## src/hdl/cfa_pkg.sv

```systemverilog
`default_nettype none

package cfa_pkg;

   localparam int POS_WIDTH_DEF = 32;
   localparam int SUM_WIDTH_DEF = 64;
   localparam int SCALE_WIDTH   = 32;
   localparam int CHARGE_WIDTH  = 16;
   localparam int QPROD_WIDTH   = 2 * CHARGE_WIDTH;
   localparam int QMAG_WIDTH    = QPROD_WIDTH - 1;
   localparam int FRAC_SHIFT    = 24;
   localparam int FORCE_WIDTH   = 64;

   localparam logic [SCALE_WIDTH-1:0] SCALE_RESET = 32'd65536;

   localparam logic [1:0] AXIS_X = 2'd0;
   localparam logic [1:0] AXIS_Y = 2'd1;
   localparam logic [1:0] AXIS_Z = 2'd2;

   typedef enum logic [3:0] {
      OP_NONE,
      OP_LOAD,
      OP_SQX,
      OP_SQY,
      OP_SQZ,
      OP_SQRT,
      OP_R2,
      OP_R3,
      OP_KQ,
      OP_NUM,
      OP_DIV,
      OP_ACC,
      OP_SHOW
   } op_type;

   typedef struct packed {
      op_type     op;
      logic [1:0] axis;
   } cmd_type;

   typedef struct packed {
      logic busy;
      logic zero;
      logic last;
   } status_type;

endpackage

`default_nettype wire

```

## src/hdl/cfa_datapath.sv

```systemverilog
`default_nettype none

module cfa_datapath
   import cfa_pkg::*;
#(
   parameter int POS_WIDTH = POS_WIDTH_DEF,
   parameter int SUM_WIDTH = SUM_WIDTH_DEF
) (
   input  wire logic                          clock,
   input  wire logic                          reset,
   input  wire cmd_type                       cmd,
   output status_type                         status,
   input  wire logic                          csr_write,
   input  wire logic [SCALE_WIDTH-1:0]        csr_data,
   input  wire logic signed [POS_WIDTH-1:0]   req_target_x,
   input  wire logic signed [POS_WIDTH-1:0]   req_target_y,
   input  wire logic signed [POS_WIDTH-1:0]   req_target_z,
   input  wire logic signed [CHARGE_WIDTH-1:0] req_target_charge,
   input  wire logic signed [POS_WIDTH-1:0]   req_other_x,
   input  wire logic signed [POS_WIDTH-1:0]   req_other_y,
   input  wire logic signed [POS_WIDTH-1:0]   req_other_z,
   input  wire logic signed [CHARGE_WIDTH-1:0] req_other_charge,
   input  wire logic                          req_first_pair,
   input  wire logic                          req_last_pair,
   output logic signed [FORCE_WIDTH-1:0]      rsp_force_x,
   output logic signed [FORCE_WIDTH-1:0]      rsp_force_y,
   output logic signed [FORCE_WIDTH-1:0]      rsp_force_z,
   output logic                               rsp_coincident_seen,
   output logic                               rsp_overflow_seen
);

   localparam int DW   = POS_WIDTH + 1;
   localparam int SW   = 2 * DW;
   localparam int RW   = DW;
   localparam int R3W  = 3 * DW;
   localparam int KQW  = SCALE_WIDTH + QMAG_WIDTH;
   localparam int MAW  = (2 * DW > KQW) ? 2 * DW : KQW;
   localparam int MBW  = (DW > QMAG_WIDTH) ? DW : QMAG_WIDTH;
   localparam int PW   = MAW + MBW;
   localparam int NPW  = DW + KQW;
   localparam int NW   = NPW + FRAC_SHIFT;
   localparam int DRW  = R3W + 1;
   localparam int CW   = $clog2(NW);

   localparam logic [SUM_WIDTH-1:0] SUM_MAX = {1'b0, {(SUM_WIDTH-1){1'b1}}};
   localparam logic [SUM_WIDTH-1:0] SUM_MIN = {1'b1, {(SUM_WIDTH-1){1'b0}}};

   logic signed [DW-1:0]          dx_ff, dy_ff, dz_ff;
   logic signed [DW-1:0]          dx_in, dy_in, dz_in;
   logic                          qneg_ff;
   logic [QMAG_WIDTH-1:0]         qmag_ff;
   logic signed [QPROD_WIDTH-1:0] qprod_in;
   logic [QPROD_WIDTH-1:0]        qabs_in;
   logic                          last_ff;
   logic [SCALE_WIDTH-1:0]        scale_ff;
   logic [SW-1:0]                 ssq_ff;
   logic [RW-1:0]                 root_ff;
   logic [RW+1:0]                 srem_ff;
   logic [R3W-1:0]                r3_ff;
   logic [KQW-1:0]                kq_ff;
   logic [PW-1:0]                 mul_a_ff, mul_p_ff, mul_p_in, mul_a_start, mul_b_ext;
   logic [MBW-1:0]                mul_b_ff, mul_b_start;
   logic [NW-1:0]                 num_ff, quo_ff;
   logic [DRW-1:0]                drem_ff, div_sh_in, div_den;
   logic                          div_ge;
   logic [RW+3:0]                 sq_sh_in, sq_trial;
   logic                          sq_ge;
   logic                          busy_ff;
   logic [CW-1:0]                 cnt_ff;
   op_type                        op_ff;
   logic signed [SUM_WIDTH-1:0]   sx_ff, sy_ff, sz_ff;
   logic                          zflag_ff, sflag_ff;
   logic signed [DW-1:0]          d_sel;
   logic [DW-1:0]                 dmag_sel;
   logic signed [SUM_WIDTH-1:0]   s_sel, term_in, sum_in;
   logic [SUM_WIDTH-1:0]          qm;
   logic                          neg, big, term_sat, add_ovf;
   logic [SUM_WIDTH:0]            wide_in;
   logic                          mul_start;

   function automatic logic [DW-1:0] mag_of(input logic signed [DW-1:0] v);
      mag_of = v[DW-1] ? DW'(~v + 1'b1) : DW'(v);
   endfunction

   assign dx_in    = DW'(req_target_x) - DW'(req_other_x);
   assign dy_in    = DW'(req_target_y) - DW'(req_other_y);
   assign dz_in    = DW'(req_target_z) - DW'(req_other_z);
   assign qprod_in = QPROD_WIDTH'(req_target_charge) * QPROD_WIDTH'(req_other_charge);
   assign qabs_in  = qprod_in[QPROD_WIDTH-1] ? QPROD_WIDTH'(~qprod_in + 1'b1)
                                              : QPROD_WIDTH'(qprod_in);

   always_comb begin
      unique case (cmd.axis)
         AXIS_X: begin
            d_sel = dx_ff;
            s_sel = sx_ff;
         end
         AXIS_Y: begin
            d_sel = dy_ff;
            s_sel = sy_ff;
         end
         default: begin
            d_sel = dz_ff;
            s_sel = sz_ff;
         end
      endcase
      dmag_sel = mag_of(d_sel);
   end

   always_comb begin
      mul_start   = 1'b1;
      mul_a_start = '0;
      mul_b_start = '0;
      unique case (cmd.op)
         OP_SQX: begin
            mul_a_start = PW'(mag_of(dx_ff));
            mul_b_start = MBW'(mag_of(dx_ff));
         end
         OP_SQY: begin
            mul_a_start = PW'(mag_of(dy_ff));
            mul_b_start = MBW'(mag_of(dy_ff));
         end
         OP_SQZ: begin
            mul_a_start = PW'(mag_of(dz_ff));
            mul_b_start = MBW'(mag_of(dz_ff));
         end
         OP_R2: begin
            mul_a_start = PW'(root_ff);
            mul_b_start = MBW'(root_ff);
         end
         OP_R3: begin
            mul_a_start = PW'(r3_ff[2*RW-1:0]);
            mul_b_start = MBW'(root_ff);
         end
         OP_KQ: begin
            mul_a_start = PW'(scale_ff);
            mul_b_start = MBW'(qmag_ff);
         end
         OP_NUM: begin
            mul_a_start = PW'(kq_ff);
            mul_b_start = MBW'(dmag_sel);
         end
         default: mul_start = 1'b0;
      endcase
   end

   always_comb begin
      mul_b_ext = mul_b_ff[0] ? mul_a_ff : '0;
      mul_p_in  = mul_p_ff + mul_b_ext;

      sq_sh_in = {srem_ff, ssq_ff[SW-1 -: 2]};
      sq_trial = (RW+4)'({root_ff, 2'b01});
      sq_ge    = sq_sh_in >= sq_trial;

      div_sh_in = {drem_ff[DRW-2:0], num_ff[NW-1]};
      div_den   = DRW'(r3_ff);
      div_ge    = div_sh_in >= div_den;

      neg      = d_sel[DW-1] ^ qneg_ff;
      big      = |quo_ff[NW-1:SUM_WIDTH];
      qm       = quo_ff[SUM_WIDTH-1:0];
      term_sat = big || (neg ? (qm > SUM_MIN) : (qm >= SUM_MIN));
      if (term_sat) begin
         term_in = neg ? SUM_MIN : SUM_MAX;
      end else begin
         term_in = neg ? SUM_WIDTH'(~qm + 1'b1) : qm;
      end
      wide_in = {s_sel[SUM_WIDTH-1], s_sel} + {term_in[SUM_WIDTH-1], term_in};
      add_ovf = wide_in[SUM_WIDTH] != wide_in[SUM_WIDTH-1];
      if (add_ovf) begin
         sum_in = term_in[SUM_WIDTH-1] ? SUM_MIN : SUM_MAX;
      end else begin
         sum_in = wide_in[SUM_WIDTH-1:0];
      end
   end

   always_ff @(posedge clock) begin
      if (reset) begin
         busy_ff  <= 1'b0;
         cnt_ff   <= '0;
         op_ff    <= OP_NONE;
         scale_ff <= SCALE_RESET;
         sx_ff    <= '0;
         sy_ff    <= '0;
         sz_ff    <= '0;
         zflag_ff <= 1'b0;
         sflag_ff <= 1'b0;
         last_ff  <= 1'b0;
      end else begin
         if (csr_write) begin
            scale_ff <= csr_data;
         end

         if (cmd.op == OP_LOAD) begin
            dx_ff   <= dx_in;
            dy_ff   <= dy_in;
            dz_ff   <= dz_in;
            qneg_ff <= qprod_in[QPROD_WIDTH-1];
            qmag_ff <= qabs_in[QMAG_WIDTH-1:0];
            last_ff <= req_last_pair;
            if (req_first_pair) begin
               sx_ff    <= '0;
               sy_ff    <= '0;
               sz_ff    <= '0;
               sflag_ff <= 1'b0;
            end
            zflag_ff <= (zflag_ff & ~req_first_pair) |
                        (dx_in == '0 && dy_in == '0 && dz_in == '0);
         end

         if (mul_start) begin
            busy_ff  <= 1'b1;
            op_ff    <= cmd.op;
            cnt_ff   <= CW'(MBW - 1);
            mul_a_ff <= mul_a_start;
            mul_b_ff <= mul_b_start;
            mul_p_ff <= '0;
         end else if (cmd.op == OP_SQRT) begin
            busy_ff <= 1'b1;
            op_ff   <= OP_SQRT;
            cnt_ff  <= CW'(RW - 1);
            srem_ff <= '0;
            root_ff <= '0;
         end else if (cmd.op == OP_DIV) begin
            busy_ff <= 1'b1;
            op_ff   <= OP_DIV;
            cnt_ff  <= CW'(NW - 1);
            drem_ff <= '0;
            quo_ff  <= '0;
         end else if (busy_ff) begin
            cnt_ff <= cnt_ff - 1'b1;
            if (cnt_ff == '0) begin
               busy_ff <= 1'b0;
            end
            unique case (op_ff)
               OP_SQRT: begin
                  srem_ff <= sq_ge ? (RW+2)'(sq_sh_in - sq_trial) : (RW+2)'(sq_sh_in);
                  root_ff <= {root_ff[RW-2:0], sq_ge};
                  ssq_ff  <= {ssq_ff[SW-3:0], 2'b00};
               end
               OP_DIV: begin
                  drem_ff <= div_ge ? (div_sh_in - div_den) : div_sh_in;
                  quo_ff  <= {quo_ff[NW-2:0], div_ge};
                  num_ff  <= {num_ff[NW-2:0], 1'b0};
               end
               default: begin
                  mul_p_ff <= mul_p_in;
                  mul_a_ff <= {mul_a_ff[PW-2:0], 1'b0};
                  mul_b_ff <= {1'b0, mul_b_ff[MBW-1:1]};
                  if (cnt_ff == '0) begin
                     priority case (op_ff)
                        OP_SQX:        ssq_ff <= mul_p_in[SW-1:0];
                        OP_SQY, OP_SQZ: ssq_ff <= ssq_ff + mul_p_in[SW-1:0];
                        OP_R2, OP_R3:  r3_ff  <= mul_p_in[R3W-1:0];
                        OP_KQ:         kq_ff  <= mul_p_in[KQW-1:0];
                        default:       num_ff <= {mul_p_in[NPW-1:0], {FRAC_SHIFT{1'b0}}};
                     endcase
                  end
               end
            endcase
         end

         if (cmd.op == OP_ACC) begin
            if (term_sat || add_ovf) begin
               sflag_ff <= 1'b1;
            end
            unique case (cmd.axis)
               AXIS_X:  sx_ff <= sum_in;
               AXIS_Y:  sy_ff <= sum_in;
               default: sz_ff <= sum_in;
            endcase
         end
      end
   end

   always_ff @(posedge clock) begin
      if (cmd.op == OP_SHOW) begin
         rsp_force_x         <= FORCE_WIDTH'(sx_ff);
         rsp_force_y         <= FORCE_WIDTH'(sy_ff);
         rsp_force_z         <= FORCE_WIDTH'(sz_ff);
         rsp_coincident_seen <= zflag_ff;
         rsp_overflow_seen   <= sflag_ff;
      end
   end

   assign status.busy = busy_ff;
   assign status.zero = dx_ff == '0 && dy_ff == '0 && dz_ff == '0;
   assign status.last = last_ff;

endmodule

`default_nettype wire

```

## config.mk

```make
export PLATFORM = sky130hd
export DESIGN_NAME = cfa_datapath
export DESIGN_NICKNAME = d
export VERILOG_FILES = /design/src/hdl/cfa_pkg.sv /design/src/hdl/cfa_datapath.sv
export SDC_FILE = /design/constraint.sdc
export NUM_CORES = 2
export LEC_CHECK = 0
export ABC_AREA = 1
export BUFFER_PORTS_ARGS = -buffer_cell sky130_fd_sc_hd__clkbuf_2
export CAP_MARGIN = 0
export CORE_ASPECT_RATIO = 1.5
export CORE_MARGIN = 10
export CORE_UTILIZATION = 55
export DETAILED_ROUTE_END_ITERATION = 10
export PLACE_DENSITY_LB_ADDON = 0.2
export SKIP_LAST_GASP = 1
export SLEW_MARGIN = 25
export SYNTH_ARGS = -nofsm -noshare
export SYNTH_HDL_FRONTEND = slang
export SYNTH_SLANG_ARGS = --single-unit
```

## constraint.sdc

```tcl
create_clock -name clock -period 27.3 [get_ports clock]
set_input_delay 2.73 -clock clock [delete_from_list [all_inputs] [get_ports clock]]
set_output_delay 2.73 -clock clock [all_outputs]
set_load 0.005 [all_outputs]
```

==> results.cfg <==
[outcome]
outcome = complete, no violations

[clock_network]
cts_root_buf = clkbuf_16
cts_hold_buf = 0
clkSlewWorstSetupHoldPaths_ps = 70
clock_latency_ps = 830
htree_levels = 4
ctsResizeCount = 0
cts_buffer_depth = 4
tritoncts = done
cts_sinks = 1406
cts_buffers = 150
cts_setup_buffers = 0

[logic_synthesis]
synth_seq_cells = 1406
synth_edf_count = 1167
synth_area_leaders = edfxtp_1 (32%), nand2_1 (12%), inv_1 (9.2%)
synth_most_common_cell = nand2_1
synth_cell_types = 71
synth_flop_cell = edfxtp_1
syn_avg_cell_area_sq_um = 7.323
async_reset_ff_share_pct = 0
synth_commonest_cells = nand2_1 (3368), inv_1 (2654), nor2_1 (1829)
synth_nets = 15920
ys_seq_area_share_pct = 36.66
syn_inst = 14840
yosysTopAreaCell = edfxtp_1
synth_top_cell_area_share_pct = 32.25
yosys_warnings = 0
syn_area_sq_mm = 0.1087

[detailed_routing]
first_pass_iters = 6
ant_nets = 0
drt_iter0_drc = 9935
dr_total_vias = 102300
drt-total-wl_um = 397000
drc = 0
post_drt_wl_per_cell_um = 22.24
vias_per_cell = 5.728

[min_path]
hold_class = register to register

[floorplan]
dieWidth_um = 382.9
start_util_pct = 55.38
rows = 199
die_area_sq_mm = 0.2161
core_sq_mm = 0.1962
ioPinCount = 464
die_h_um = 564.4

[power_and_ir_drop]
p_int_mw = 6.156
leakagePower_nw = 54.92
switching_share_pct = 49.92
pwr-share-clk_pct = 17.1
ir_drop_v = 0.0003625
p_per_area_mw_per_mm2 = 103.8
seqPwrFrac_pct = 22.8
switchingPower_mw = 6.135
power_frac_comb_pct = 60.1

[layout]
fillCellCount = 18940
nets = 16210
syn_to_final_growth_pct = 8.960
drive_above_1_share_pct = 6.322
instances_no_fill = 17850
design_area_sq_mm = 0.1184

[timing]
drv_slew = 0
rsz0062_at_grt = no
finalHoldViolCount = 0
fin_crit_ps = 13010
relSlewSlack_pct = 17.33
finalSetupViolCount = 0
holdWs_ps = 456.8
period_share_pct = 47.67
worst_slack_ps = 14290
tns_ps = 0
fmax_mhz = 76.85
clock_skew_ps = 64.44
tightest_slew_ps = 1240

[global_routing]
grtUsageTotal_pct = 35.63
grt_pass1_wl_um = 595100
grt_pass1_vias = 99070
overflow = 0
grt_start_max_net_pins = 170
antenna_found_initial = 14

[critical_path]
cpLargestDelayFamily = simple AND/OR/NAND/NOR gates
start_kind = primary input
end_kind = register
cp_slowest_cell = nand2_1
crit_buf_inv = 11
cpMostUsedCell = nand2_1
crit_arrival_ps = 13720
worst_ep_required_time_ps = 28000
criticalPathCategory = primary input to register
path_max_fanout = 103
cpPeakStageDelay_ps = 1080

[placement]
place_ws_ps = 13920
place_area_sq_mm = 0.1134
io_buffers = 463
dp_hpwl_um = 313500
dp_cells = 17580
globalplace.congestion = 1.070

[run]
cap_violations = 0
[layer usage]
metal | vias up | global-route usage [%] | wire length [um]
met4 | 8 | 24.05 | 31940
met5 | - | 0 | 57
li1 | 48740 | - | -
met1 | 47820 | 41.66 | 146800
met2 | 4520 | 60.50 | 189200
met3 | 1177 | 5.128 | 29030
[cells in the final DEF, fill, tap and decap left out, types with 17 or more instances in the layout]
cell | Yosys | routed
nand4_1 | 124 | 124
nand3b_1 | 50 | 50
o21ai_1 | 26 | 27
inv_1 | 2654 | 2648
dfxtp_1 | 239 | 239
o22ai_1 | 81 | 81
a31oi_1 | 130 | 129
o21ai_0 | 832 | 831
ha_1 | 547 | 547
clkbuf_16 | 0 | 155
xor2_1 | 234 | 233
inv_2 | 17 | 17
edfxtp_1 | 1167 | 1167
o21bai_1 | 56 | 56
or2_2 | 66 | 66
a21oi_1 | 1147 | 1146
nand3_1 | 720 | 720
clkinv_2 | 0 | 18
clkbuf_2 | 1 | 462
nand3_2 | 22 | 21
nand2_1 | 3368 | 3363
a21o_1 | 73 | 73
o21a_1 | 67 | 67
o211ai_1 | 67 | 67
xnor2_1 | 144 | 142
nor2_1 | 1829 | 1819
a21boi_0 | 23 | 23
nor3_1 | 161 | 157
fa_1 | 269 | 269
buf_4 | 15 | 99
nor4_1 | 84 | 80
and2_1 | 25 | 25
a221oi_1 | 40 | 40
clkbuf_1 | 328 | 24
[cells by family after synthesis]
| logic type | synth area share [%] |
|---|---|
| simple gates | 24.50 |
| buf+inv | 10.93 |
| compound gates | 13.59 |
| flops | 36.66 |
| fa+ha+maj | 11.26 |
| xor+xnor | 3.062 |
[state kept, by name, summed over array words and instances (netlist names), 66 cells and up]
name and count:
ssq_ff 66, num_ff 96, r3_ff 99, quo_ff 120, mul_a_ff 99, drem_ff 99
mul_p_ff 99
[path summary, 6_finish.rpt]
| check | startpoint | end | slack [ps] | cells past startpoint |
|---|---|---|---|---|
| setup / recovery | cmd[1] | sz_ff[53] | 14290 | 33 |
| hold / removal | sx_ff[23] | rsp_force_x[23] | 460 | 0 |
| setup reg to reg | dz_ff[32] | sz_ff[53] | 16320 | 32 |
| hold reg to reg | sx_ff[23] | rsp_force_x[23] | 460 | 0 |
[area by class of cell]
| type | count | area, sq um | share of cell area, % |
|---|---|---|---|
| Multi-Input combinational cell | 10320 | 57160 | 48.28 |
| Sequential cell | 1406 | 39830 | 33.64 |
| Inverter | 2674 | 10050 | 8.489 |
| Clock buffer | 184 | 4031 | 3.405 |
| Tap cell | 2613 | 3269 | 2.762 |
| Timing Repair Buffer | 567 | 3166 | 2.674 |
| Clock inverter | 78 | 868.3 | 0.7335 |
| Antenna cell | 7 | 17.52 | 0.01480 |
[per-stage QoR]
step	total power, mW	utilization (%)
4_1_cts	12.18	60.32
3_5_place_dp	10.09	57.82
3_3_place_gp	9.996	57.80
6_report	12.29	60.34
2_1_floorplan	7.876	-
5_1_grt	13.13	60.33
[power groups by stage]
stage               clock network (mW)  registers, mW  logic (mW)
finish                            2.11           2.80        7.39
global route                      2.20           2.80        8.13
CTS                               2.12           2.80        7.27
detailed placement                   0           2.84        7.25
global placement                     0           2.84        7.16
floorplan                            0           2.84        5.04
(Power assumes the default switching activity.)
