`src/hdl/cfa_pkg.sv`:
```
`default_nettype none

package cfa_pkg;

   localparam int POS_WIDTH_DEF = 32;
   localparam int SUM_WIDTH_DEF = 64;
   localparam int SCALE_WIDTH   = 32;
   localparam int CHARGE_WIDTH  = 16;
   localparam int QPROD_WIDTH   = 2 * CHARGE_WIDTH;
   localparam int QMAG_WIDTH    = QPROD_WIDTH - 1;
   localparam int FRAC_SHIFT    = 24;
   localparam int FORCE_WIDTH   = 64;

   localparam logic [SCALE_WIDTH-1:0] SCALE_RESET = 32'd65536;

   localparam logic [1:0] AXIS_X = 2'd0;
   localparam logic [1:0] AXIS_Y = 2'd1;
   localparam logic [1:0] AXIS_Z = 2'd2;

   typedef enum logic [3:0] {
      OP_NONE,
      OP_LOAD,
      OP_SQX,
      OP_SQY,
      OP_SQZ,
      OP_SQRT,
      OP_R2,
      OP_R3,
      OP_KQ,
      OP_NUM,
      OP_DIV,
      OP_ACC,
      OP_SHOW
   } op_type;

   typedef struct packed {
      op_type     op;
      logic [1:0] axis;
   } cmd_type;

   typedef struct packed {
      logic busy;
      logic zero;
      logic last;
   } status_type;

endpackage

`default_nettype wire

```
`src/hdl/cfa_controller.sv`:
```
`default_nettype none

module cfa_controller
   import cfa_pkg::*;
(
   input  wire logic        clock,
   input  wire logic        reset,
   input  wire logic        req_valid,
   output logic             req_ready,
   output logic             rsp_valid,
   input  wire logic        rsp_ready,
   output cmd_type          cmd,
   input  wire status_type  status
);

   typedef enum logic [1:0] {ST_IDLE, ST_ISSUE, ST_WAIT, ST_FINISH} state_type;

   state_type  state_ff;
   op_type     step_ff;
   logic [1:0] axis_ff;
   logic       rsp_valid_ff;
   logic       slot_free;

   assign slot_free = !rsp_valid_ff || rsp_ready;
   assign req_ready = state_ff == ST_IDLE;
   assign rsp_valid = rsp_valid_ff;

   always_comb begin
      cmd.op   = OP_NONE;
      cmd.axis = axis_ff;
      unique case (state_ff)
         ST_IDLE: begin
            if (req_valid) begin
               cmd.op = OP_LOAD;
            end
         end
         ST_ISSUE: begin
            if (!(step_ff == OP_SQX && status.zero)) begin
               cmd.op = step_ff;
            end
         end
         ST_FINISH: begin
            if (status.last && slot_free) begin
               cmd.op = OP_SHOW;
            end
         end
         default: cmd.op = OP_NONE;
      endcase
   end

   always_ff @(posedge clock) begin
      if (reset) begin
         state_ff     <= ST_IDLE;
         step_ff      <= OP_SQX;
         axis_ff      <= AXIS_X;
         rsp_valid_ff <= 1'b0;
      end else begin
         if (cmd.op == OP_SHOW) begin
            rsp_valid_ff <= 1'b1;
         end else if (rsp_ready) begin
            rsp_valid_ff <= 1'b0;
         end
         unique case (state_ff)
            ST_IDLE: begin
               if (req_valid) begin
                  state_ff <= ST_ISSUE;
                  step_ff  <= OP_SQX;
                  axis_ff  <= AXIS_X;
               end
            end
            ST_ISSUE: begin
               if (step_ff == OP_SQX && status.zero) begin
                  state_ff <= ST_FINISH;
               end else if (step_ff == OP_ACC) begin
                  if (axis_ff == AXIS_Z) begin
                     state_ff <= ST_FINISH;
                  end else begin
                     axis_ff <= axis_ff + 1'b1;
                     step_ff <= OP_NUM;
                  end
               end else begin
                  state_ff <= ST_WAIT;
               end
            end
            ST_WAIT: begin
               if (!status.busy) begin
                  state_ff <= ST_ISSUE;
                  unique case (step_ff)
                     OP_SQX:  step_ff <= OP_SQY;
                     OP_SQY:  step_ff <= OP_SQZ;
                     OP_SQZ:  step_ff <= OP_SQRT;
                     OP_SQRT: step_ff <= OP_R2;
                     OP_R2:   step_ff <= OP_R3;
                     OP_R3:   step_ff <= OP_KQ;
                     OP_KQ:   step_ff <= OP_NUM;
                     OP_NUM:  step_ff <= OP_DIV;
                     default: step_ff <= OP_ACC;
                  endcase
               end
            end
            default: begin
               if (!status.last || slot_free) begin
                  state_ff <= ST_IDLE;
               end
            end
         endcase
      end
   end

   a_show_sets_valid: assert property (@(posedge clock) disable iff (reset)
      cmd.op == OP_SHOW |=> rsp_valid_ff)
      else $error("result register not marked valid after load");

   a_show_slot_free: assert property (@(posedge clock) disable iff (reset)
      cmd.op == OP_SHOW |-> slot_free)
      else $error("pending result overwritten");

   a_start_when_free: assert property (@(posedge clock) disable iff (reset)
      (cmd.op == OP_SQX || cmd.op == OP_SQRT || cmd.op == OP_DIV || cmd.op == OP_NUM)
      |-> !status.busy)
      else $error("datapath step issued while busy");

   a_no_accept_busy: assert property (@(posedge clock) disable iff (reset)
      status.busy |-> !req_ready)
      else $error("transaction accepted during computation");

endmodule

`default_nettype wire

```
`config.mk`:
```
export PLATFORM = sky130hd
export DESIGN_NAME = cfa_controller
export DESIGN_NICKNAME = d
export VERILOG_FILES = /design/src/hdl/cfa_pkg.sv /design/src/hdl/cfa_controller.sv
export SDC_FILE = /design/constraint.sdc
export NUM_CORES = 1
export LEC_CHECK = 0
export ABC_AREA = 0
export ABC_CLOCK_PERIOD_IN_PS = 2400
export BUFFER_PORTS_ARGS = -buffer_cell sky130_fd_sc_hd__buf_2
export CAP_MARGIN = 30
export CORE_UTILIZATION = 40
export CTS_CLUSTER_DIAMETER = 60
export DETAILED_ROUTE_END_ITERATION = 10
export MAX_ROUTING_LAYER = met4
export SLEW_MARGIN = 0
export SYNTH_ARGS = -nofsm -noshare
export SYNTH_HDL_FRONTEND = slang
export SYNTH_SLANG_ARGS = --single-unit
```
`constraint.sdc`:
```
create_clock -name clock -period 2.4 [get_ports clock]
set_input_delay 0.24 -clock clock [delete_from_list [all_inputs] [get_ports clock]]
set_output_delay 0.24 -clock clock [all_outputs]
set_load 0.05 [all_outputs]
```
==> results by group, run 1 <==
Clock tree
  • CTS Sinks: 13
  • CTS tree: done
  • CTS clock-pin slew for the worst setup and hold paths: 90 ps
  • Clk Latency, worst-skew pair: between 200 and 300 ps
  • H-tree levels: 1
  • CTS root buf: clkbuf_4
  • CTS buffer count: 3
  • Clock Path Buffers: 2
  • Hold buffers post-CTS: 0

GRT
  • First-pass GRT wire length: approximately 4100 um
  • Routing usage on met3: ~3.6%
  • All-Layer GR Usage: 21.8%
  • Number of global-route vias before repair: ~920
  • Pin count of the biggest net entering global routing: 13
  • Gr ovfl total: 0
  • Grt met2 use: approximately 36%
  • Initial antenna violation count: 0
  • Met1 GRT Util: around a quarter
  • Gr busiest metal: met2

Timing
  • Final WS setup: around 140 ps
  • Slew Viols, Final: 0
  • Measured slew at the worst slew-check pin: between 600 and 700 ps
  • Min Tclk post-route: ~2300 ps
  • Max Freq: 0.443 GHz
  • Slew Limit Headroom: between 50% and 60%
  • Fin crit share: a little over nine tenths
  • Final hold vios: 0
  • # setup viols final: 0
  • Final Skew: roughly 7 ps

Synth
  • Mapped Nets: about 140
  • Largest family of logic cells by synthesized area: compound AO/OA/AOI/OAI gates
  • Main flop type after synthesis: dfxtp_1
  • Syn Area/Cell: a little over 8 um2
  • Post-synthesis cell type count: 39
  • Post-synthesis register bit count: 13
  • FFs w/ async S/R, synth: 0%
  • Mux cell area share after synthesis: 2.06%
  • Simple-gate area share of the yosys netlist: 23.4%
  • Adder-cell share of the synthesized area: about an eighth
  • Mapped Area: ~970 um2
  • Sequential area share after synthesis: a little over a quarter
  • Synth Warn #: 0
  • Compound-Gate Fraction of Synth Area: between 20% and 30%
  • Synth Instances: approximately 120
  • XOR/XNOR share of the synthesized area: 0%
  • Post-synth EDFFs: 0

Worst setup path
  • Crit-path max cell delay: 410 ps
  • Critical Path End Type: register
  • Crit path arrival time: approximately 2400 ps
  • CP Data Required Time: 2560 ps
  • Crit-path cells: inv_2, ha_1, and2_0, or3_4, o21ai_2, o31ai_4, buf_4, inv_1, ha_1, inv_1, a211oi_1, a21oi_1
  • Critical Setup Path Class: register to register
  • Startpoint class of the critical path: register
  • CP max-delay cell: or3_4
  • CP max FO: 4

Final layout
  • Share of layout cells above drive strength 1: between 30% and 40%
  • Leading cell types in the layout, fill and taps excluded: buf_2 (14), a21oi_1 (13), dfxtp_1 (12), buf_4 (12)
  • Most common cell after layout, fill and taps aside: buf_2
  • Fin area: between 1000 and 1500 um2
  • Fin nets: about 160
  • Number of diodes: 0
  • Syn-to-layout area delta: 26.9%
  • Final cell count without fillers: about 170
  • Fill cells: roughly 220

Power
  • Psw: between 0.0007 and 0.0008 W
  • Max IR drop VDD: 650 uV
  • Sw frac: about 49%
  • Leak: roughly 0.51 nW
  • Total power: ~0.0015 W
  • Clock share of power: under 10%
  • Internal: roughly 0.00075 W
  • Combinational fraction of design power: a little over two thirds
  • Sequential share of power: between 20% and 30%
  • PD cells: 1190 nW/um2

Routing
  • Via count: between 900 and 1000
  • Routed Wire Length: 2430 um
  • Starting DRT DRC Count: 20
  • Wire per inst: 14.2 um
  • Drc violations: 0
  • TritonRoute pass-1 iters: 4
  • Via-to-Cell Ratio: approximately 5.6
  • Routed Antenna Nets: 0

Placement
  • Placed Area: 1150 um2
  • Hpwl dp: ~1900 um
  • GPL Wtd Cong: a little under 0.9
  • Pre-CTS setup slack: slightly below 40 ps
  • Placed Instances: between 150 and 200
  • PortBufs: 14

Floorplanning
  • Initial Utilization: between 40% and 50%
  • IO Count: 15
  • Die area: around 2600 um2
  • Die X: ~50 um
  • Core area: ~2300 um2
  • Die Y: slightly above 50 um
  • Row Count: 17

Run
  • Max-Cap Viols: 0

Run status
  • Status: completed

Worst hold path
  • Hold WC Path Type: input pin to register
==> cells in the mapped netlist (3+ instances only) <==
cell type / number / area, um2
nor3_1: 4 / 20.0
dfxtp_1: 13 / 260
a21oi_1: 13 / 65.1
ha_1: 10 / 125
inv_1: 10 / 37.5
o21ai_0: 6 / 30.0
nand2_1: 8 / 30.0
nand3_1: 3 / 15.0
nand2b_1: 3 / 18.8
nor2_1: 7 / 26.3
a211oi_1: 4 / 30.0
==> per-stage QoR <==
step / util (%) / setup TNS (ps) / hold slack (ps)
4_1_cts: 52.5 / 0 / 256
3_5_place_dp: 51.2 / 0 / 505
2_1_floorplan: - / -92.0 / 443
6_report: 54.8 / 0 / 263
3_3_place_gp: 51.2 / 0 / 495
5_1_grt: 54.8 / -41.5 / 297
==> power by group through the flow <==
| stage | Clock [W] | Combinational [W] | Sequential, W |
|---|---|---|---|
| after floorplan | 0 | 0.000703 | 0.000295 |
| after global placement | 0 | 0.000925 | 0.000301 |
| after detailed placement | 0 | 0.000929 | 0.000302 |
| after CTS | 0.000146 | 0.000939 | 0.000297 |
| after global routing | 0.000160 | 0.00113 | 0.000307 |
| final | 0.000142 | 0.00103 | 0.000299 |
==> what timing repair did <==
item | in CTS | in global routing
pin swaps | 0 | 4
setup endpoints to repair | 1 | 5
hold endpoints to repair | 0 | 0
resized for setup | 1 | 11
buffers inserted | 0 | 2
==> path summary, 6_finish.rpt <==
kind / slack (ps) / cells after the start / start / end
setup / recovery: 140 / 12 / state_ff[0] / register
hold / removal: 260 / 3 / rsp_ready / rsp_valid
setup reg to reg: 140 / 12 / state_ff[0] / register
hold reg to reg: 520 / 2 / axis_ff[1] / axis_ff[1]
==> area by class of cell <==
| class | instances | area, um2 | area share [%] |
|---|---|---|---|
| repair buffers | 26 | 160 | 13.0 |
| inverters | 10 | 37.5 | 3.04 |
| well taps | 28 | 35.0 | 2.84 |
| flip-flops and latches | 13 | 262 | 21.2 |
| clock buffers | 4 | 26.3 | 2.13 |
| multi-input cells | 90 | 714 | 57.9 |
==> metal layers <==
metal	vias up	share of wire, %
li1	486	-
met1	455	49
met2	10	48
met3	5	2.0
met4	0	1.3
met5	-	0
==> cell families (layout without fill, tap and decap cells) <==
family,after synthesis,count (layout)
AOI/OAI and AO/OA,38,38
adders and majority gates,10,10
buffers and inverters,15,40
DFF,13,13
muxes,2,2
and+or+nand+nor,40,40
==> critical path: cells and delay by family (launching register included) <==
family	cells	cell delay, ps
flops	1	350
fa+ha+maj	2	350
simple gates	2	600
compound gates	4	520
buf+inv	4	320
Power figures use the tool's default switching activity.
==> inputs of run 2 (changes only) <==
Settings changed: RECOVER_POWER set to 100, REMOVE_ABC_BUFFERS set to 1.
==> run 2 against run 1 <==
Net effect: critical path depth shrank 1; combinational power is essentially flat; largest power group unchanged; utilization shrank 0.56 points; highest routed layer unchanged; non-clock buffer count grew 5; worst setup slack lost 25 ps.
==> results by group, run 2 (same netlist as run 1, synthesis figures left out) <==
Worst setup path
  • Worst Setup SP: state_ff[1]
  • Startpoint class of the critical path: register
  • Reg2reg start: state_ff[1]
  • CP max FO: 5
  • Critical Path End Type: register
  • Crit path arrival time: ~2500 ps
  • R2R Setup Slk: 120 ps
  • Critical Setup Path Class: register to register
  • CP max-delay cell: or3_4
  • Reg2Reg Depth: 11
  • Crit-path max cell delay: roughly 400 ps
  • Crit-path cells: inv_1, ha_1, nor2b_4, or3_4, o21ai_2, o31ai_1, buf_4, ha_1, inv_1, a2111oi_2, a311oi_1
  • CP Data Required Time: roughly 2600 ps

Floorplanning
  • Core area: 2250 um2
  • Row Count: 17
  • Die X: ~51 um
  • IO Count: 15
  • Initial Utilization: a little over two fifths
  • Die Y: 51.3 um
  • Die area: between 2000 and 3000 um2

Clock tree
  • CTS tree: done
  • Clk Latency, worst-skew pair: 290 ps
  • H-tree levels: 1
  • CTS Sinks: 13
  • Hold buffers post-CTS: 0
  • CTS buffer count: 3
  • CTS clock-pin slew for the worst setup and hold paths: 100 ps
  • Clock Path Buffers: 2
  • CTS root buf: clkbuf_4

Timing
  • Final hold vios: 0
  • Min Tclk post-route: 2280 ps
  • Fin crit share: 95.1%
  • # setup viols final: 0
  • Max Freq: between 0.4 and 0.5 GHz
  • Final WS setup: 116 ps
  • Slew Limit Headroom: about three fifths
  • Hold slack: between 200 and 300 ps
  • Slew Viols, Final: 0
  • Measured slew at the worst slew-check pin: approximately 570 ps
  • Final Skew: approximately 15 ps

GRT
  • Pin count of the biggest net entering global routing: 13
  • Initial antenna violation count: 0
  • Gr ovfl total: 0
  • Number of global-route vias before repair: approximately 900
  • All-Layer GR Usage: a little over a fifth
  • First-pass GRT wire length: between 3000 and 4000 um

Routing
  • Wire per inst: between 10 and 15 um
  • Via count: 960
  • Via-to-Cell Ratio: ~5.5
  • Drc violations: 0
  • Routed Antenna Nets: 0
  • TritonRoute pass-1 iters: 4
  • Routed Wire Length: approximately 2500 um
  • Starting DRT DRC Count: 26

Power
  • Psw: ~0.00071 W
  • PD cells: 1200 nW/um2
  • Combinational fraction of design power: between 60 and 70%
  • Max IR drop VDD: between 800 and 900 uV
  • Internal: roughly 0.00076 W
  • Leak: slightly above 0.5 nW
  • Sequential share of power: about a fifth
  • Clock share of power: between 10% and 20%
  • Sw frac: around half

Worst hold path
  • WHS Path Cells: 3
  • Hold WC Path Type: input pin to register
  • Worst hold start: rsp_ready
  • Worst Hold End: rsp_valid

Final layout
  • Syn-to-layout area delta: 25.6%
  • Final core utilization: a little over half
  • Share of layout cells above drive strength 1: roughly 30%
  • Leading cell types in the layout, fill and taps excluded: buf_4 (16), a21oi_1 (13), dfxtp_1 (11)
  • Final cell count without fillers: 176
  • Fin nets: around 170
  • Number of diodes: 0
  • Most common cell after layout, fill and taps aside: buf_4

Placement
  • Pre-CTS setup slack: between 70 and 80 ps
  • Hpwl dp: approximately 1800 um
  • GPL Wtd Cong: ~0.90
  • PortBufs: 14
  • Placed Instances: ~170

Run
  • Max-Cap Viols: 0

Run status
  • Status: completed
run 2: layout make-up:
| class | instances | area [um2] |
|---|---|---|
| Inverter | 10 | 37.5 |
| Multi-Input combinational cell | 90 | 672 |
| Fill cell | 229 | 1030 |
| Timing Repair Buffer | 31 | 189 |
| Sequential cell | 13 | 263 |
| Tap cell | 28 | 35.0 |
| Clock buffer | 4 | 26.3 |
run 2: critical path: cells and delay by family (launching register included):
family | cells | cell delay [ps]
adder cells (fa/ha/maj) | 2 | 420
AND/OR/NAND/NOR | 2 | 550
AO/OA/AOI/OAI | 4 | 550
flip-flops | 1 | 370
buffers and inverters | 3 | 320
run 2: how the worst max path moves through the flow:
stage,endpoint,slack [ps]
floorplan,register,-370
global placement,register,50
detailed placement,register,80
CTS,register,10
global route,register,-3
finish,register,120
run 2: per-stage QoR:
stage / power, W / instance area [um2] / setup TNS, ps
after floorplan: 0.000871 / 938 / -905
after global placement: 0.00121 / 1150 / 0
after detailed placement: 0.00121 / 1150 / 0
after CTS: 0.00137 / 1170 / 0
after global routing: 0.00157 / 1220 / -2.62
final: 0.00147 / 1220 / 0
run 2: routing by layer:
metal	vias up	track usage (%)	wire, um
li1	491	-	-
met1	444	25.6	1180
met2	20	34.0	1180
met3	5	2.68	78
met4	0	9.91	48
met5	-	-	0
run 2: power by group through the flow:
stage	logic, W	registers, W	clock network, W
2_1_floorplan	0.000576	0.000295	0
3_3_place_gp	0.000910	0.000297	0
3_5_place_dp	0.000909	0.000300	0
4_1_cts	0.000922	0.000295	0.000153
5_1_grt	0.00110	0.000302	0.000161
6_report	0.00102	0.000299	0.000148
run 2: what timing repair did:
item                                    in CTS  in global routing
buffers inserted                             0                  3
pin swaps                                    0                  4
gates resized for setup                      1                 11
endpoints found under the setup margin       1                  3
==> inputs of run 3 (changes only) <==
Settings changed: ABC_CLOCK_PERIOD_IN_PS 2400 to 1920.
Clock period 2.4 ns to 1.92 ns, I/O delays scaled along.
==> run 3 against run 2 <==
Net effect: the run now ends with setup timing left; first-iteration DRC count increased by 15%; sequential power increased by 27%; die area unchanged; combinational power increased by 93%; clock skew decreased by 2.1 ps; non-clock buffer count increased by 27; utilization increased by 19 points; global-route usage increased by 5.7 points; fmax increased by 4.6%.
==> results by group, run 3 (same netlist as run 1, synthesis figures left out) <==
Final layout
  • Most common cell after layout, fill and taps aside: buf_4
  • Fill cells: approximately 160
  • Number of diodes: 0
  • Syn-to-layout area delta: 69.2%
  • Leading cell types in the layout, fill and taps excluded: buf_4 (35), buf_6 (12), dfxtp_1 (11)
  • Final core utilization: around 73%
  • Area of the multi-input gates: 827 um2
  • Fin nets: 193
  • Share of layout cells above drive strength 1: ~56%
  • Register area: roughly 270 um2

Floorplanning
  • Die Y: approximately 51 um
  • Row Count: 17
  • Die area: between 2000 and 3000 um2
  • Die X: roughly 51 um
  • Initial Utilization: a little over two fifths
  • Core area: about 2300 um2
  • IO Count: 15

Timing
  • Fin crit share: 114%
  • Unrepaired setup endpoints after global routing: yes
  • Slew Limit Headroom: between 60% and 70%
  • Final WS setup: -263 ps
  • Slew Viols, Final: 0
  • Max Freq: approximately 0.46 GHz
  • # setup viols final: 4
  • Measured slew at the worst slew-check pin: around 590 ps
  • Final Skew: approximately 13 ps
  • Final hold vios: 0
  • Hold slack: roughly 240 ps
  • Min Tclk post-route: 2180 ps

Clock tree
  • CTS root buf: clkbuf_4
  • CTS Sinks: 13
  • CTS buffer count: 3
  • CTS clock-pin slew for the worst setup and hold paths: around 90 ps
  • Clock Path Buffers: 2
  • Clk Latency, worst-skew pair: ~300 ps
  • Hold buffers post-CTS: 0
  • H-tree levels: 1
  • CTS tree: done

Power
  • PD cells: around 1500 nW/um2
  • Max IR drop VDD: between 900 and 1000 uV
  • Combinational fraction of design power: approximately 78%
  • Sw frac: around 47%
  • Sequential share of power: approximately 15%
  • Clock share of power: 7.2%
  • Total power: between 0.002 and 0.003 W
  • Psw: 0.00119 W
  • Leak: roughly 0.68 nW
  • Internal: between 0.001 and 0.0015 W

Routing
  • Via count: between 1000 and 1500
  • Drc violations: 0
  • Starting DRT DRC Count: 30
  • Via-to-Cell Ratio: 5.62
  • Wire per inst: 16.3 um
  • TritonRoute pass-1 iters: 4
  • Routed Wire Length: between 3000 and 4000 um
  • Routed Antenna Nets: 0

GRT
  • Pin count of the biggest net entering global routing: 13
  • Gr ovfl total: 0
  • Number of global-route vias before repair: 1072
  • Initial antenna violation count: 0
  • First-pass GRT wire length: 4950 um
  • All-Layer GR Usage: between 20% and 30%

Worst setup path
  • Critical Setup Path Class: register to register
  • CP Data Required Time: between 2000 and 2500 ps
  • Critical Path End Type: register
  • CP max FO: 3
  • Crit path arrival time: 2370 ps
  • Startpoint class of the critical path: register

Placement
  • Pre-CTS setup slack: -457 ps
  • Hpwl dp: between 2000 and 2500 um
  • GPL Wtd Cong: 0.927
  • PortBufs: 14

Worst hold path
  • Hold WC Path Type: input pin to register

Run status
  • Status: finished, violations left
  • Failing checks: setup timing

Run
  • Max-Cap Viols: 0
run 3: cell type report:
cell class              instances  share of cell area [%]
multi-input cells              90                    50.2
inverters                      10                    2.58
well taps                      28                    2.13
repair buffers                 58                    27.4
clock buffers                   4                    1.60
flip-flops and latches         13                    16.1
run 3: power groups by stage:
stage	clock [W]	combinational, W	sequential [W]
after detailed placement	0	0.00134	0.000364
after global routing	0.000206	0.00211	0.000385
after CTS	0.000184	0.00168	0.000380
after global placement	0	0.00131	0.000360
after floorplan	0	0.000720	0.000369
final	0.000184	0.00197	0.000381
run 3: metrics by stage:
stage | std cells | cell area (um2) | setup TNS [ps]
after global routing | 203 | 1650 | -1480
after CTS | 201 | 1540 | -765
final | 203 | 1650 | -966
after detailed placement | 194 | 1340 | -1690
after global placement | 194 | 1340 | -1560
after floorplan | 113 | 938 | -3620
run 3: per-layer routing:
layer | share of wire (%) | vias to the layer above | global-route usage (%) | routed length [um]
li1 | - | 550 | - | -
met1 | 42 | 549 | 30.7 | 1400
met2 | 52 | 30 | 47.6 | 1730
met3 | 4.0 | 11 | 6.25 | 133
met4 | 1.3 | 0 | 4.05 | 43
met5 | 0 | - | - | 0
run 3: repair_timing:
item / 4_1_cts / 5_1_grt
setup endpoints to repair: 6 / 10
pin swaps: 10 / 8
setup buffers: 4 / 2
gates resized for setup: 41 / 27
run 3: worst paths after layout:
kind | cells after the start | slack [ps] | startpoint | end
max | 11 | -260 | state_ff[0] | register
min | 2 | 240 | reset | state_ff[0]
max reg2reg | 11 | -260 | state_ff[0] | register
min reg2reg | 2 | 550 | rsp_valid | rsp_valid
run 3: critical path, cell delays in order (launching register included):
cell,delay (ps)
dfxtp_2,360
inv_4,50
ha_4,160
and2_4,150
or3_4,430
nor3_4,150
a211o_1,180
ha_2,200
inv_2,50
buf_6,110
mux2i_4,140
a21oi_2,70
